<file path="config.mk">
export PLATFORM = sky130hd
export DESIGN_NAME = platform_interrupt_controller
export DESIGN_NICKNAME = d
export VERILOG_FILES = /design/src/design/plic_pkg.sv /design/src/design/platform_interrupt_controller.sv /design/src/design/plic_prio_ram.sv /design/src/design/plic_arb.sv
export SDC_FILE = /design/constraint.sdc
export NUM_CORES = 1
export LEC_CHECK = 0
export BUFFER_PORTS_ARGS = -buffer_cell sky130_fd_sc_hd__buf_2
export CORE_ASPECT_RATIO = 1.2
export CORE_UTILIZATION = 60
export CTS_CLUSTER_SIZE = 28
export DETAILED_ROUTE_END_ITERATION = 7
export HOLD_SLACK_MARGIN = 0.05
export PLACE_DENSITY_LB_ADDON = 0.15
export SYNTH_ARGS = -nofsm -noshare
export SYNTH_HDL_FRONTEND = slang
export SYNTH_SLANG_ARGS = --single-unit
</file>
<file path="constraint.sdc">
create_clock -name i_clk -period 9 [get_ports i_clk]
set_input_delay 0.45 -clock i_clk [delete_from_list [all_inputs] [get_ports i_clk]]
set_output_delay 0.45 -clock i_clk [all_outputs]
set_load 0.03 [all_outputs]
</file>
<file path="src/design/plic_pkg.sv">
package plic_pkg;

    // bus operation codes
    localparam logic [1:0] OP_READ   = 2'd0;
    localparam logic [1:0] OP_WRITE  = 2'd1;
    localparam logic [1:0] OP_SIGNAL = 2'd2;

    // register map, byte offsets
    localparam logic [21:0] PEND_BASE   = 22'h001000;
    localparam logic [21:0] MEN_BASE    = 22'h002000;
    localparam logic [21:0] SEN_BASE    = 22'h002080;
    localparam logic [21:0] MTHR_ADDR   = 22'h200000;
    localparam logic [21:0] MCLAIM_ADDR = 22'h200004;
    localparam logic [21:0] STHR_ADDR   = 22'h201000;
    localparam logic [21:0] SCLAIM_ADDR = 22'h201004;

    // control from the sequencer to the arbiter
    typedef struct packed {
        logic start;   // load thresholds, clear winners
        logic step;    // compare the source on the ram read port
    } t_arb_ctl;

    // hit on a two-word bit region; word select is the low word address bit
    function automatic logic region_hit(logic [19:0] word_addr, logic [21:0] base);
        region_hit = (word_addr[19:1] == base[21:3]);
    endfunction

endpackage

</file>
<file path="src/design/platform_interrupt_controller.sv">
// Interrupt controller for one hart with a machine and a supervisor context.
// Each input word is a bus read, a bus write or a source signal; each gives
// one output word with the read data and both interrupt lines as they stand
// after it. Source priorities live in a small ram with one write and one
// registered read port and are walked one source per cycle through one
// arbiter. A priority read fetches the ram entry before the walk, and a
// claim read walks the sources once to pick the winner and once more for
// the lines. The output register lets the next word be accepted while a
// result waits to be taken.
module platform_interrupt_controller #(
    parameter int NUM_SOURCES   = 32,
    parameter int PRIORITY_BITS = 3
) (
    input  logic        i_clk,
    input  logic        i_rst_n,
    input  logic        i_in_valid,
    output logic        o_in_stall,
    input  logic [1:0]  i_op,
    input  logic [21:0] i_addr,
    input  logic [31:0] i_wdata,
    input  logic [4:0]  i_source,
    output logic        o_out_valid,
    input  logic        i_out_stall,
    output logic [31:0] o_rdata,
    output logic        o_irq_machine,
    output logic        o_irq_supervisor
);

    localparam int IW = $clog2(NUM_SOURCES);
    localparam int CW = IW + 1;
    localparam logic [NUM_SOURCES-1:0] SRC_MASK = {{(NUM_SOURCES-1){1'b1}}, 1'b0};
    localparam logic WIDE = (NUM_SOURCES > 32);

    typedef enum logic [6:0] {
        S_IDLE  = 7'b0000001,
        S_EXEC  = 7'b0000010,
        S_PRD   = 7'b0000100,
        S_SCAN  = 7'b0001000,
        S_DRAIN = 7'b0010000,
        S_POST  = 7'b0100000,
        S_FIN   = 7'b1000000
    } t_state;

    t_state                   r_state, n_state;
    logic [1:0]               r_op, n_op;
    logic [19:0]              r_aw, n_aw;
    logic [31:0]              r_wdata, n_wdata;
    logic [4:0]               r_source, n_source;
    logic [NUM_SOURCES-1:0]   r_pend, n_pend;
    logic [NUM_SOURCES-1:0]   r_isrv, n_isrv;
    logic [NUM_SOURCES-1:0]   r_en_m, n_en_m;
    logic [NUM_SOURCES-1:0]   r_en_s, n_en_s;
    logic [PRIORITY_BITS-1:0] r_thr_m, n_thr_m;
    logic [PRIORITY_BITS-1:0] r_thr_s, n_thr_s;
    logic [CW-1:0]            r_cnt, n_cnt;
    logic                     r_cmp_vld, n_cmp_vld;
    logic [IW-1:0]            r_cmp_id, n_cmp_id;
    logic                     r_claim, n_claim;
    logic                     r_ctx_s, n_ctx_s;
    logic [31:0]              r_res_rdata, n_res_rdata;
    logic                     r_res_irq_m, n_res_irq_m;
    logic                     r_res_irq_s, n_res_irq_s;
    logic                     r_out_valid, n_out_valid;
    logic [31:0]              r_out_rdata, n_out_rdata;
    logic                     r_out_irq_m, n_out_irq_m;
    logic                     r_out_irq_s, n_out_irq_s;

    plic_pkg::t_arb_ctl       arb_ctl;
    logic                     mem_we;
    logic [IW-1:0]            mem_waddr;
    logic [PRIORITY_BITS-1:0] mem_wdata;
    logic [IW-1:0]            mem_raddr;
    logic [PRIORITY_BITS-1:0] mem_rdata;
    logic [IW-1:0]            best_m;
    logic [IW-1:0]            best_s;
    logic [IW-1:0]            claim_id;
    logic                     scan_go;

    // address decode of the held word
    logic          prio_hit, prio_ok, pend_hit, men_hit, sen_hit;
    logic          mthr_hit, sthr_hit, mclaim_hit, sclaim_hit;
    logic [IW-1:0] prio_idx;
    logic [63:0]   pend64, en_m64, en_s64;
    logic [31:0]   rd_word;
    logic [63:0]   wr_m64, wr_s64;
    logic          cmp_ok, sig_ok;
    logic [IW-1:0] cmp_id, sig_id;

    assign prio_hit   = (r_aw < 20'h00400);
    assign prio_ok    = (r_aw != '0) && (r_aw < 20'(NUM_SOURCES));
    assign prio_idx   = IW'(r_aw);
    assign pend_hit   = plic_pkg::region_hit(r_aw, plic_pkg::PEND_BASE) && (!r_aw[0] || WIDE);
    assign men_hit    = plic_pkg::region_hit(r_aw, plic_pkg::MEN_BASE) && (!r_aw[0] || WIDE);
    assign sen_hit    = plic_pkg::region_hit(r_aw, plic_pkg::SEN_BASE) && (!r_aw[0] || WIDE);
    assign mthr_hit   = (r_aw == plic_pkg::MTHR_ADDR[21:2]);
    assign sthr_hit   = (r_aw == plic_pkg::STHR_ADDR[21:2]);
    assign mclaim_hit = (r_aw == plic_pkg::MCLAIM_ADDR[21:2]);
    assign sclaim_hit = (r_aw == plic_pkg::SCLAIM_ADDR[21:2]);

    assign pend64 = 64'(r_pend);
    assign en_m64 = 64'(r_en_m);
    assign en_s64 = 64'(r_en_s);

    // read data for the plain registers
    always_comb begin
        rd_word = '0;
        if (pend_hit) begin
            rd_word = r_aw[0] ? pend64[63:32] : pend64[31:0];
        end else if (men_hit) begin
            rd_word = r_aw[0] ? en_m64[63:32] : en_m64[31:0];
        end else if (sen_hit) begin
            rd_word = r_aw[0] ? en_s64[63:32] : en_s64[31:0];
        end else if (mthr_hit) begin
            rd_word = 32'(r_thr_m);
        end else if (sthr_hit) begin
            rd_word = 32'(r_thr_s);
        end
    end

    // enable word merge
    assign wr_m64 = r_aw[0] ? {r_wdata, en_m64[31:0]} : {en_m64[63:32], r_wdata};
    assign wr_s64 = r_aw[0] ? {r_wdata, en_s64[31:0]} : {en_s64[63:32], r_wdata};

    // complete and gateway checks
    assign cmp_ok = (r_wdata != '0) && (r_wdata < 32'(NUM_SOURCES));
    assign cmp_id = IW'(r_wdata);
    assign sig_ok = (r_source != '0) && (32'(r_source) < 32'(NUM_SOURCES));
    assign sig_id = IW'(r_source);

    assign claim_id = r_ctx_s ? best_s : best_m;

    // sequencer
    always_comb begin
        n_state     = r_state;
        n_op        = r_op;
        n_aw        = r_aw;
        n_wdata     = r_wdata;
        n_source    = r_source;
        n_pend      = r_pend;
        n_isrv      = r_isrv;
        n_en_m      = r_en_m;
        n_en_s      = r_en_s;
        n_thr_m     = r_thr_m;
        n_thr_s     = r_thr_s;
        n_cnt       = r_cnt;
        n_cmp_vld   = 1'b0;
        n_cmp_id    = r_cmp_id;
        n_claim     = r_claim;
        n_ctx_s     = r_ctx_s;
        n_res_rdata = r_res_rdata;
        n_res_irq_m = r_res_irq_m;
        n_res_irq_s = r_res_irq_s;
        n_out_valid = r_out_valid;
        n_out_rdata = r_out_rdata;
        n_out_irq_m = r_out_irq_m;
        n_out_irq_s = r_out_irq_s;
        arb_ctl     = '0;
        mem_we      = 1'b0;
        mem_waddr   = prio_idx;
        mem_wdata   = r_wdata[PRIORITY_BITS-1:0];
        mem_raddr   = prio_idx;
        scan_go     = 1'b0;

        // output word taken
        if (r_out_valid && !i_out_stall) begin
            n_out_valid = 1'b0;
        end

        case (r_state)
            S_IDLE: begin
                if (i_in_valid) begin
                    n_op     = i_op;
                    n_aw     = i_addr[21:2];
                    n_wdata  = i_wdata;
                    n_source = i_source;
                    n_state  = S_EXEC;
                end
            end
            S_EXEC: begin
                n_res_rdata = '0;
                n_claim     = 1'b0;
                scan_go     = 1'b1;
                case (r_op)
                    plic_pkg::OP_READ: begin
                        if (prio_hit) begin
                            if (prio_ok) begin
                                scan_go = 1'b0;
                                n_state = S_PRD;
                            end
                        end else if (mclaim_hit || sclaim_hit) begin
                            n_claim = 1'b1;
                            n_ctx_s = sclaim_hit;
                        end else begin
                            n_res_rdata = rd_word;
                        end
                    end
                    plic_pkg::OP_WRITE: begin
                        if (prio_hit) begin
                            mem_we = prio_ok;
                        end else if (men_hit) begin
                            n_en_m = NUM_SOURCES'(wr_m64) & SRC_MASK;
                        end else if (sen_hit) begin
                            n_en_s = NUM_SOURCES'(wr_s64) & SRC_MASK;
                        end else if (mthr_hit) begin
                            n_thr_m = r_wdata[PRIORITY_BITS-1:0];
                        end else if (sthr_hit) begin
                            n_thr_s = r_wdata[PRIORITY_BITS-1:0];
                        end else if (mclaim_hit) begin
                            if (cmp_ok && r_en_m[cmp_id]) begin
                                n_isrv[cmp_id] = 1'b0;
                            end
                        end else if (sclaim_hit) begin
                            if (cmp_ok && r_en_s[cmp_id]) begin
                                n_isrv[cmp_id] = 1'b0;
                            end
                        end
                    end
                    plic_pkg::OP_SIGNAL: begin
                        if (sig_ok && !r_isrv[sig_id]) begin
                            n_pend[sig_id] = 1'b1;
                        end
                    end
                    default: begin
                    end
                endcase
            end
            S_PRD: begin
                n_res_rdata = 32'(mem_rdata);
                scan_go     = 1'b1;
            end
            S_SCAN: begin
                mem_raddr = r_cnt[IW-1:0];
                n_cmp_vld = 1'b1;
                n_cmp_id  = r_cnt[IW-1:0];
                n_cnt     = r_cnt + CW'(1);
                if (r_cnt == CW'(NUM_SOURCES - 1)) begin
                    n_state = S_DRAIN;
                end
            end
            S_DRAIN: begin
                n_state = S_POST;
            end
            S_POST: begin
                if (r_claim) begin
                    // claim answers with the winner, then the lines are rescanned
                    n_res_rdata = 32'(claim_id);
                    if (claim_id != '0) begin
                        n_pend[claim_id] = 1'b0;
                        n_isrv[claim_id] = 1'b1;
                    end
                    n_claim = 1'b0;
                    scan_go = 1'b1;
                end else begin
                    n_res_irq_m = (best_m != '0);
                    n_res_irq_s = (best_s != '0);
                    n_state     = S_FIN;
                end
            end
            S_FIN: begin
                if (!r_out_valid || !i_out_stall) begin
                    n_out_valid = 1'b1;
                    n_out_rdata = r_res_rdata;
                    n_out_irq_m = r_res_irq_m;
                    n_out_irq_s = r_res_irq_s;
                    n_state     = S_IDLE;
                end
            end
            default: begin
                n_state = S_IDLE;
            end
        endcase

        // start a walk over sources one to the top
        if (scan_go) begin
            n_state       = S_SCAN;
            n_cnt         = CW'(1);
            arb_ctl.start = 1'b1;
        end
        arb_ctl.step = r_cmp_vld;
    end

    // control and register state
    always_ff @(posedge i_clk) begin
        if (!i_rst_n) begin
            r_state     <= S_IDLE;
            r_pend      <= '0;
            r_isrv      <= '0;
            r_en_m      <= '0;
            r_en_s      <= '0;
            r_thr_m     <= '0;
            r_thr_s     <= '0;
            r_cmp_vld   <= 1'b0;
            r_claim     <= 1'b0;
            r_out_valid <= 1'b0;
            r_out_rdata <= '0;
            r_out_irq_m <= 1'b0;
            r_out_irq_s <= 1'b0;
        end else begin
            r_state     <= n_state;
            r_pend      <= n_pend;
            r_isrv      <= n_isrv;
            r_en_m      <= n_en_m;
            r_en_s      <= n_en_s;
            r_thr_m     <= n_thr_m;
            r_thr_s     <= n_thr_s;
            r_cmp_vld   <= n_cmp_vld;
            r_claim     <= n_claim;
            r_out_valid <= n_out_valid;
            r_out_rdata <= n_out_rdata;
            r_out_irq_m <= n_out_irq_m;
            r_out_irq_s <= n_out_irq_s;
        end
    end

    // held word and working payload
    always_ff @(posedge i_clk) begin
        r_op        <= n_op;
        r_aw        <= n_aw;
        r_wdata     <= n_wdata;
        r_source    <= n_source;
        r_cnt       <= n_cnt;
        r_cmp_id    <= n_cmp_id;
        r_ctx_s     <= n_ctx_s;
        r_res_rdata <= n_res_rdata;
        r_res_irq_m <= n_res_irq_m;
        r_res_irq_s <= n_res_irq_s;
    end

    plic_prio_ram #(
        .DEPTH (NUM_SOURCES),
        .WIDTH (PRIORITY_BITS)
    ) u_prio_ram (
        .i_clk   (i_clk),
        .i_rst_n (i_rst_n),
        .i_we    (mem_we),
        .i_waddr (mem_waddr),
        .i_wdata (mem_wdata),
        .i_raddr (mem_raddr),
        .o_rdata (mem_rdata)
    );

    // thresholds come from the next-value side so a threshold write counts in its own walk
    plic_arb #(
        .NUM_SOURCES   (NUM_SOURCES),
        .PRIORITY_BITS (PRIORITY_BITS)
    ) u_arb (
        .i_clk    (i_clk),
        .i_ctl    (arb_ctl),
        .i_id     (r_cmp_id),
        .i_prio   (mem_rdata),
        .i_pend   (r_pend),
        .i_en_m   (r_en_m),
        .i_en_s   (r_en_s),
        .i_thr_m  (n_thr_m),
        .i_thr_s  (n_thr_s),
        .o_best_m (best_m),
        .o_best_s (best_s)
    );

    assign o_in_stall       = (r_state != S_IDLE);
    assign o_out_valid      = r_out_valid;
    assign o_rdata          = r_out_rdata;
    assign o_irq_machine    = r_out_irq_m;
    assign o_irq_supervisor = r_out_irq_s;

endmodule

</file>
<file path="src/design/plic_prio_ram.sv">
module plic_prio_ram #(
    parameter int DEPTH = 32,
    parameter int WIDTH = 3
) (
    input  logic                     i_clk,
    input  logic                     i_rst_n,
    input  logic                     i_we,
    input  logic [$clog2(DEPTH)-1:0] i_waddr,
    input  logic [WIDTH-1:0]         i_wdata,
    input  logic [$clog2(DEPTH)-1:0] i_raddr,
    output logic [WIDTH-1:0]         o_rdata
);

    logic [WIDTH-1:0] r_mem [DEPTH];
    logic [DEPTH-1:0] r_vld;
    logic [WIDTH-1:0] r_rdata;
    logic             r_rvld;

    // storage array, one write and one registered read per cycle
    always_ff @(posedge i_clk) begin
        if (i_we) begin
            r_mem[i_waddr] <= i_wdata;
        end
        r_rdata <= r_mem[i_raddr];
    end

    // per-entry written flags, an unwritten entry reads as zero priority
    always_ff @(posedge i_clk) begin
        if (!i_rst_n) begin
            r_vld  <= '0;
            r_rvld <= 1'b0;
        end else begin
            if (i_we) begin
                r_vld[i_waddr] <= 1'b1;
            end
            r_rvld <= r_vld[i_raddr];
        end
    end

    assign o_rdata = r_rvld ? r_rdata : '0;

endmodule

</file>
<file path="src/design/plic_arb.sv">
module plic_arb #(
    parameter int NUM_SOURCES   = 32,
    parameter int PRIORITY_BITS = 3
) (
    input  logic                             i_clk,
    input  plic_pkg::t_arb_ctl               i_ctl,
    input  logic [$clog2(NUM_SOURCES)-1:0]   i_id,
    input  logic [PRIORITY_BITS-1:0]         i_prio,
    input  logic [NUM_SOURCES-1:0]           i_pend,
    input  logic [NUM_SOURCES-1:0]           i_en_m,
    input  logic [NUM_SOURCES-1:0]           i_en_s,
    input  logic [PRIORITY_BITS-1:0]         i_thr_m,
    input  logic [PRIORITY_BITS-1:0]         i_thr_s,
    output logic [$clog2(NUM_SOURCES)-1:0]   o_best_m,
    output logic [$clog2(NUM_SOURCES)-1:0]   o_best_s
);

    localparam int IW = $clog2(NUM_SOURCES);

    logic [PRIORITY_BITS-1:0] r_bp_m;
    logic [PRIORITY_BITS-1:0] r_bp_s;
    logic [IW-1:0]            r_bid_m;
    logic [IW-1:0]            r_bid_s;
    logic                     cand_m;
    logic                     cand_s;

    assign cand_m = i_pend[i_id] & i_en_m[i_id];
    assign cand_s = i_pend[i_id] & i_en_s[i_id];

    // running winner per context, strict compare keeps the lowest id on ties
    always_ff @(posedge i_clk) begin
        if (i_ctl.start) begin
            r_bp_m  <= i_thr_m;
            r_bp_s  <= i_thr_s;
            r_bid_m <= '0;
            r_bid_s <= '0;
        end else if (i_ctl.step) begin
            if (cand_m && (i_prio > r_bp_m)) begin
                r_bp_m  <= i_prio;
                r_bid_m <= i_id;
            end
            if (cand_s && (i_prio > r_bp_s)) begin
                r_bp_s  <= i_prio;
                r_bid_s <= i_id;
            end
        end
    end

    assign o_best_m = r_bid_m;
    assign o_best_s = r_bid_s;

endmodule

</file>
---- Word-level counts from Yosys, hierarchy flattened ----
Memories as Yosys holds them, arrays and structs flattened. A register that Yosys moved wholly into a read port is not among the register bits.
Cells that the tools add are included.
word-level totals
  flip-flop bits (word level) ............. 330
  RAM bits ................................ 96
  input bits .............................. 65
  output and inout bits ................... 36
  logic and storage cells ................. 260
  memories ................................ 1
cells by class
  $add $sub $neg .......................... 1
  order comparisons ....................... 15
  equal/unequal tests ..................... 46
  multiplexer cells ....................... 103
  bitwise gates (word level) .............. 15
  reductions and logical operators ........ 49
memory list
  name              depth  bits a word  read ports  clocked after Yosys merged registers in  wr ports  line                 source
  u_prio_ram.r_mem  32     3            1           1                                        1         plic_prio_ram.sv:14  logic [WIDTH-1:0] r_mem [DEPTH];
operators with widths
  kind                                                   number
  two-way mux 32 bit                                     26
  case mux 32 bit (2 select lines)                       2
  OR 32 bit                                              3
  case mux 32 bit (3 select lines)                       1
  == test 20 bit (second input constant)                 4
  two-way mux 3 bit                                      22
  AND 32 bit                                             2
  NOT 32 bit                                             2
  two-way mux 7 bit                                      7
  case mux 7 bit (7 select lines)                        1
  == test 19 x 11 -> 1 bit (second input constant)       2
  < comparator 5 x 6 -> 1 bit (second input constant)    6
  binary-select mux 1 bit (select 5 bit)                 7
  < comparator 32 x 6 -> 1 bit (second input constant)   1
  != test 2 bit (second input constant)                  16
  nonzero test 32 bit                                    1
  two-way mux 1 bit                                      28
  != test 3 bit (second input constant)                  9
  demux 1 bit (select 5 bit)                             4
  >= comparator 5 x 1 -> 1 bit (second input constant)   4
  < comparator 20 x 11 -> 1 bit (second input constant)  1
  < comparator 20 x 6 -> 1 bit (second input constant)   1
  nonzero test 20 bit                                    1
  nonzero test 5 bit                                     4
  35 further kinds                                       74

---- Longest topological paths before layout ----
  depth after elaboration ................. 16
  mapped depth ............................ 11
  depth with buffers taken out ............ 9

---- Modules after synthesis ----
A second synthesis with hierarchy kept.
second synthesis, totals
  cell total of the unflattened synthesis .. 1748
  area, all modules ....................... 19369.8 um^2
modules (own cells, without submodules)
  module                         times used  cells each  area an instance (um^2)  sequential area each (um^2)
  platform_interrupt_controller  1           1311        12514.5                  6596.3
  plic_prio_ram                  1           280         5098.6                   3603.5
  plic_arb                       1           157         1756.7                   380.4

---- Least setup slack after synthesis ----
OpenSTA, ideal clock, no wires.
  path kind ............................... reg-to-reg
  from .................................... register r_state[6]
  to ...................................... register r_aw[0] (enable)
  data arrival time ....................... 4.322 ns
  data required time ...................... 8.524 ns
  slack ................................... 4.202 ns
  cell stages (with the launch flop) ...... 5
  path through ............................ dfxtp_1 -> or4_1 -> or4b_2 -> clkbuf_1 -> nor2_1
between the ends
  cells in the longest elaborated chain, start to end .. 2
ends and longest elaborated chain
  item                           line                                  source
  start, declared                platform_interrupt_controller.sv:44   t_state r_state, n_state;
  start signal, assigned         platform_interrupt_controller.sv:299  r_state <= n_state;
  == test 7 x 1 -> 1 bit         platform_interrupt_controller.sv:169  case (r_state)
  AND reduction 2 bit (no line)  --
  end signal, assigned           platform_interrupt_controller.sv:318  r_aw <= n_aw;
  end, declared                  platform_interrupt_controller.sv:46   logic [19:0] r_aw, n_aw;
No other way between the ends.
A chain may end at the register's enable or synchronous reset.

---- Worst setup path after layout ----
  from .................................... register r_aw[2]
  to ...................................... register r_isrv[16]
between the ends
  cells in the longest elaborated chain, start to end .. 9
  elaborated cells between the ends (all ways) .. 26
  those cells by class .................... order compare: 1; eq/ne: 14; mux: 8; reduce/logical: 3
ends and longest elaborated chain
  item                              line                                  source
  == test 20 bit                    platform_interrupt_controller.sv:97   assign mclaim_hit = (r_aw == plic_pkg::MCLAIM_ADDR[21:2]);
  two-way mux 32 bit                platform_interrupt_controller.sv:208  end else if (mclaim_hit) begin
  two-way mux 32 bit                platform_interrupt_controller.sv:206  end else if (sthr_hit) begin
  two-way mux 32 bit                platform_interrupt_controller.sv:204  end else if (mthr_hit) begin
  two-way mux 32 bit                platform_interrupt_controller.sv:202  end else if (sen_hit) begin
  two-way mux 32 bit                platform_interrupt_controller.sv:200  end else if (men_hit) begin
  two-way mux 32 bit                platform_interrupt_controller.sv:198  if (prio_hit) begin
  two-way mux 32 bit                platform_interrupt_controller.sv:183  case (r_op)
  case mux 32 bit (2 select lines)  platform_interrupt_controller.sv:169
  end signal, assigned              platform_interrupt_controller.sv:301  r_isrv <= n_isrv;
  end, declared                     platform_interrupt_controller.sv:50   logic [NUM_SOURCES-1:0] r_isrv, n_isrv;
Parallel ways exist; a longest one is shown, timed or not. The select of a mux whose other input is x is not followed.

==> flow_metrics.tcl <==
set metrics [dict create \
    cts_max_path_buffers 3 \
    arrival_ps 4300 \
    final.period_utilization_pct 43.8 \
    cts_sinks 428 \
    p_per_area_mw_per_mm2 198 \
    critPathCaptureType "flip-flop" \
    die_h_um 198 \
    drc 23 \
    gr-total-overflow 0 \
    hpwlAfterDp_mm 36.7 \
    vias 14560 \
    critPathKind "flip-flop to flip-flop" \
    final_nets 1880 \
    fmax_mhz 254 \
    gp_congestion 0.971 \
    seq_area_frac_synth_pct 54.9 \
    power_leakage_nw 7.14 \
    antenna_found_initial 1 \
    wl_per_cell_um 23.9 \
    gr-usage-all-layers_pct 33.5 \
    min_path_type "primary input to flip-flop" \
    drt-total-wl_mm 53.5 \
    start_util_pct 61.3 \
    mostFrequentLayoutCells "nand2_1, dfxtp_1, edfxtp_1" \
    grt_pass1_wl_mm 81.9 \
    cts_setup_buffers 0 \
    worstPathRequired_ps 9360 \
    fp.dieArea_mm2 0.0328 \
    drive_gt1_share_pct 15.1 \
    drv_cap 0 \
    cts_max_level 2 \
    tritoncts.num_buffers 42 \
    root_buffer "clkbuf_16" \
    fin_skew_ps 16.2 \
    power_mw 4.21 \
    clk_pin_slew_worst_paths_ps 60 \
    io_pins 101 \
    fin_hold_ws_ps 70.5 \
    worstPathMaxFanout 17 \
    setup_viol 0 \
    dr.first_iter.drc_count 1411 \
    synthArstFlopShare_pct 0 \
    grt_pass1_vias 14450 \
    ant_nets 0 \
    coreArea_mm2 0.0314 \
    yosys.cell_types.count 86 \
    syn_avg_cell_area_um2 10.9 \
    violations "DRC" \
    port_buffers 98 \
    final_common_cell "nand2_1" \
    clk_latency_ps 550 \
    ys_ff_latch 428 \
    cts_tree "built" \
    hold_viol_final 0 \
    yosys_warnings 0 \
    timing.final.crit_period_ps 3940 \
    holdBufCountCts 0 \
    relSlewSlack_pct 1.29 \
    slew_violations 0 \
    syn_to_final_growth_pct 10.4 \
    grt_setup_unrepaired "no" \
    synthCells 1771 \
    cts_resized 0 \
    synthFlopType "dfxtp_1" \
    drtPass1Iterations 8 \
    die_x_um 166 \
    viasPerCell 6.49 \
    fin_tns_setup_ps 0 \
    peakVddDrop_mv 0.213 \
    synth_edf_count 201 \
    grt_max_degree 104 \
    status "finished, violations left" \
    worstMarginPinSlew_ps 1480 \
    placementRows 71 \
    syn_area_mm2 0.0193 \
    crit_path_start_kind "flip-flop" \
]
## worst paths after layout
kind                                                from                  endpoint  slack [ps]  cells after the start
worst max-delay path                   r_aw[2]$_DFFE_PP_   r_isrv[16]$_SDFFE_PN0P_        5060                      8
worst min-delay path                         i_source[0]     r_source[0]$_DFFE_PP_          70                      1
worst max register to register         r_aw[2]$_DFFE_PP_   r_isrv[16]$_SDFFE_PN0P_        5060                      8
worst min register to register  o_rdata[24]$_SDFFE_PN0P_  o_rdata[24]$_SDFFE_PN0P_         460                      2
## synthesized netlist by cell type, types with 18 or more instances
master	instances	area [um^2]
or3_1	22	138
buf_2	19	95.1
a21boi_1	37	278
edfxtp_1	201	6040
o21a_1	37	278
inv_1	20	75.1
mux4_2	56	1260
and3_1	18	113
nor3b_1	19	143
nor3_1	20	100
a31oi_1	32	200
nand3_1	54	270
a21boi_0	75	563
nand2_1	296	1110
a222oi_1	29	290
clkbuf_1	90	338
dfxtp_1	227	4540
nor2_1	133	499
o21ai_0	56	280
a21oi_1	34	170
nor2b_1	28	175
mux2i_1	39	390
## cells by family after synthesis
logic type,synth area share (%)
buffers and inverters,3.36
other,0.0195
muxes,8.89
xor gates and xnor gates,0.182
adders and majority gates,0.455
and+or+nand+nor,17.2
AOI/OAI and AO/OA,15.0
DFF,54.9
## routing by layer
| layer | GRT usage (%) | routed length, um | vias to the layer above |
|---|---|---|---|
| li1 | - | - | 6650 |
| met1 | 38.2 | 19100 | 7064 |
| met2 | 60.0 | 27900 | 673 |
| met3 | 4.96 | 3650 | 173 |
| met4 | 17.3 | 2890 | 0 |
| met5 | 0 | 0 | - |
## area by class of cell
type                            count  area, um^2
Sequential cell                   428       10600
Fill cell                        2486       10200
Multi-Input combinational cell   1195        8070
Clock buffer                       61        1210
Timing Repair Buffer              121         666
Tap cell                          401         502
Clock inverter                     17         168
Inverter                           20        75.1
Antenna cell                        1        2.50
## power breakdown
group,switching [mW],total (mW),internal (mW)
Sequential,0.0570,2.16,2.10
Combinational,0.194,0.291,0.0972
Clock,0.736,1.76,1.02
Total,0.987,4.21,3.22
## state kept, by name, indices dropped and copies added (netlist names), 5 cells and up
signal,count
u_prio_ram.r_mem,96
o_rdata,32
r_pend,32
r_res_rdata,32
r_wdata,32
u_prio_ram.r_vld,32
r_en_m,31
r_en_s,31
r_isrv,31
r_aw,20
r_state,7
r_cnt,6
r_cmp_id,5
r_source,5
u_arb.o_best_m,5
u_arb.o_best_s,5
## through the flow
step                util, %  cell area [um^2]  instances  setup slack (ps)
floorplan                 -             19300       1773              4200
global placement       63.2             19900       2165              5300
detailed placement     63.2             19900       2165              5260
CTS                    67.6             21300       2243              5250
global route           67.6             21300       2244              4940
finish                 67.6             21300       2244              5060
## worst max-delay path, stage by stage, from the launching register on
cell      delay, ps
edfxtp_1        570
or3_1           580
nor4_4          430
nand4_1         260
nor4_1          430
a41oi_2          60
buf_4           250
nor3_2          960
a31oi_1         190
No activity file was read; power rests on OpenSTA's default activity.
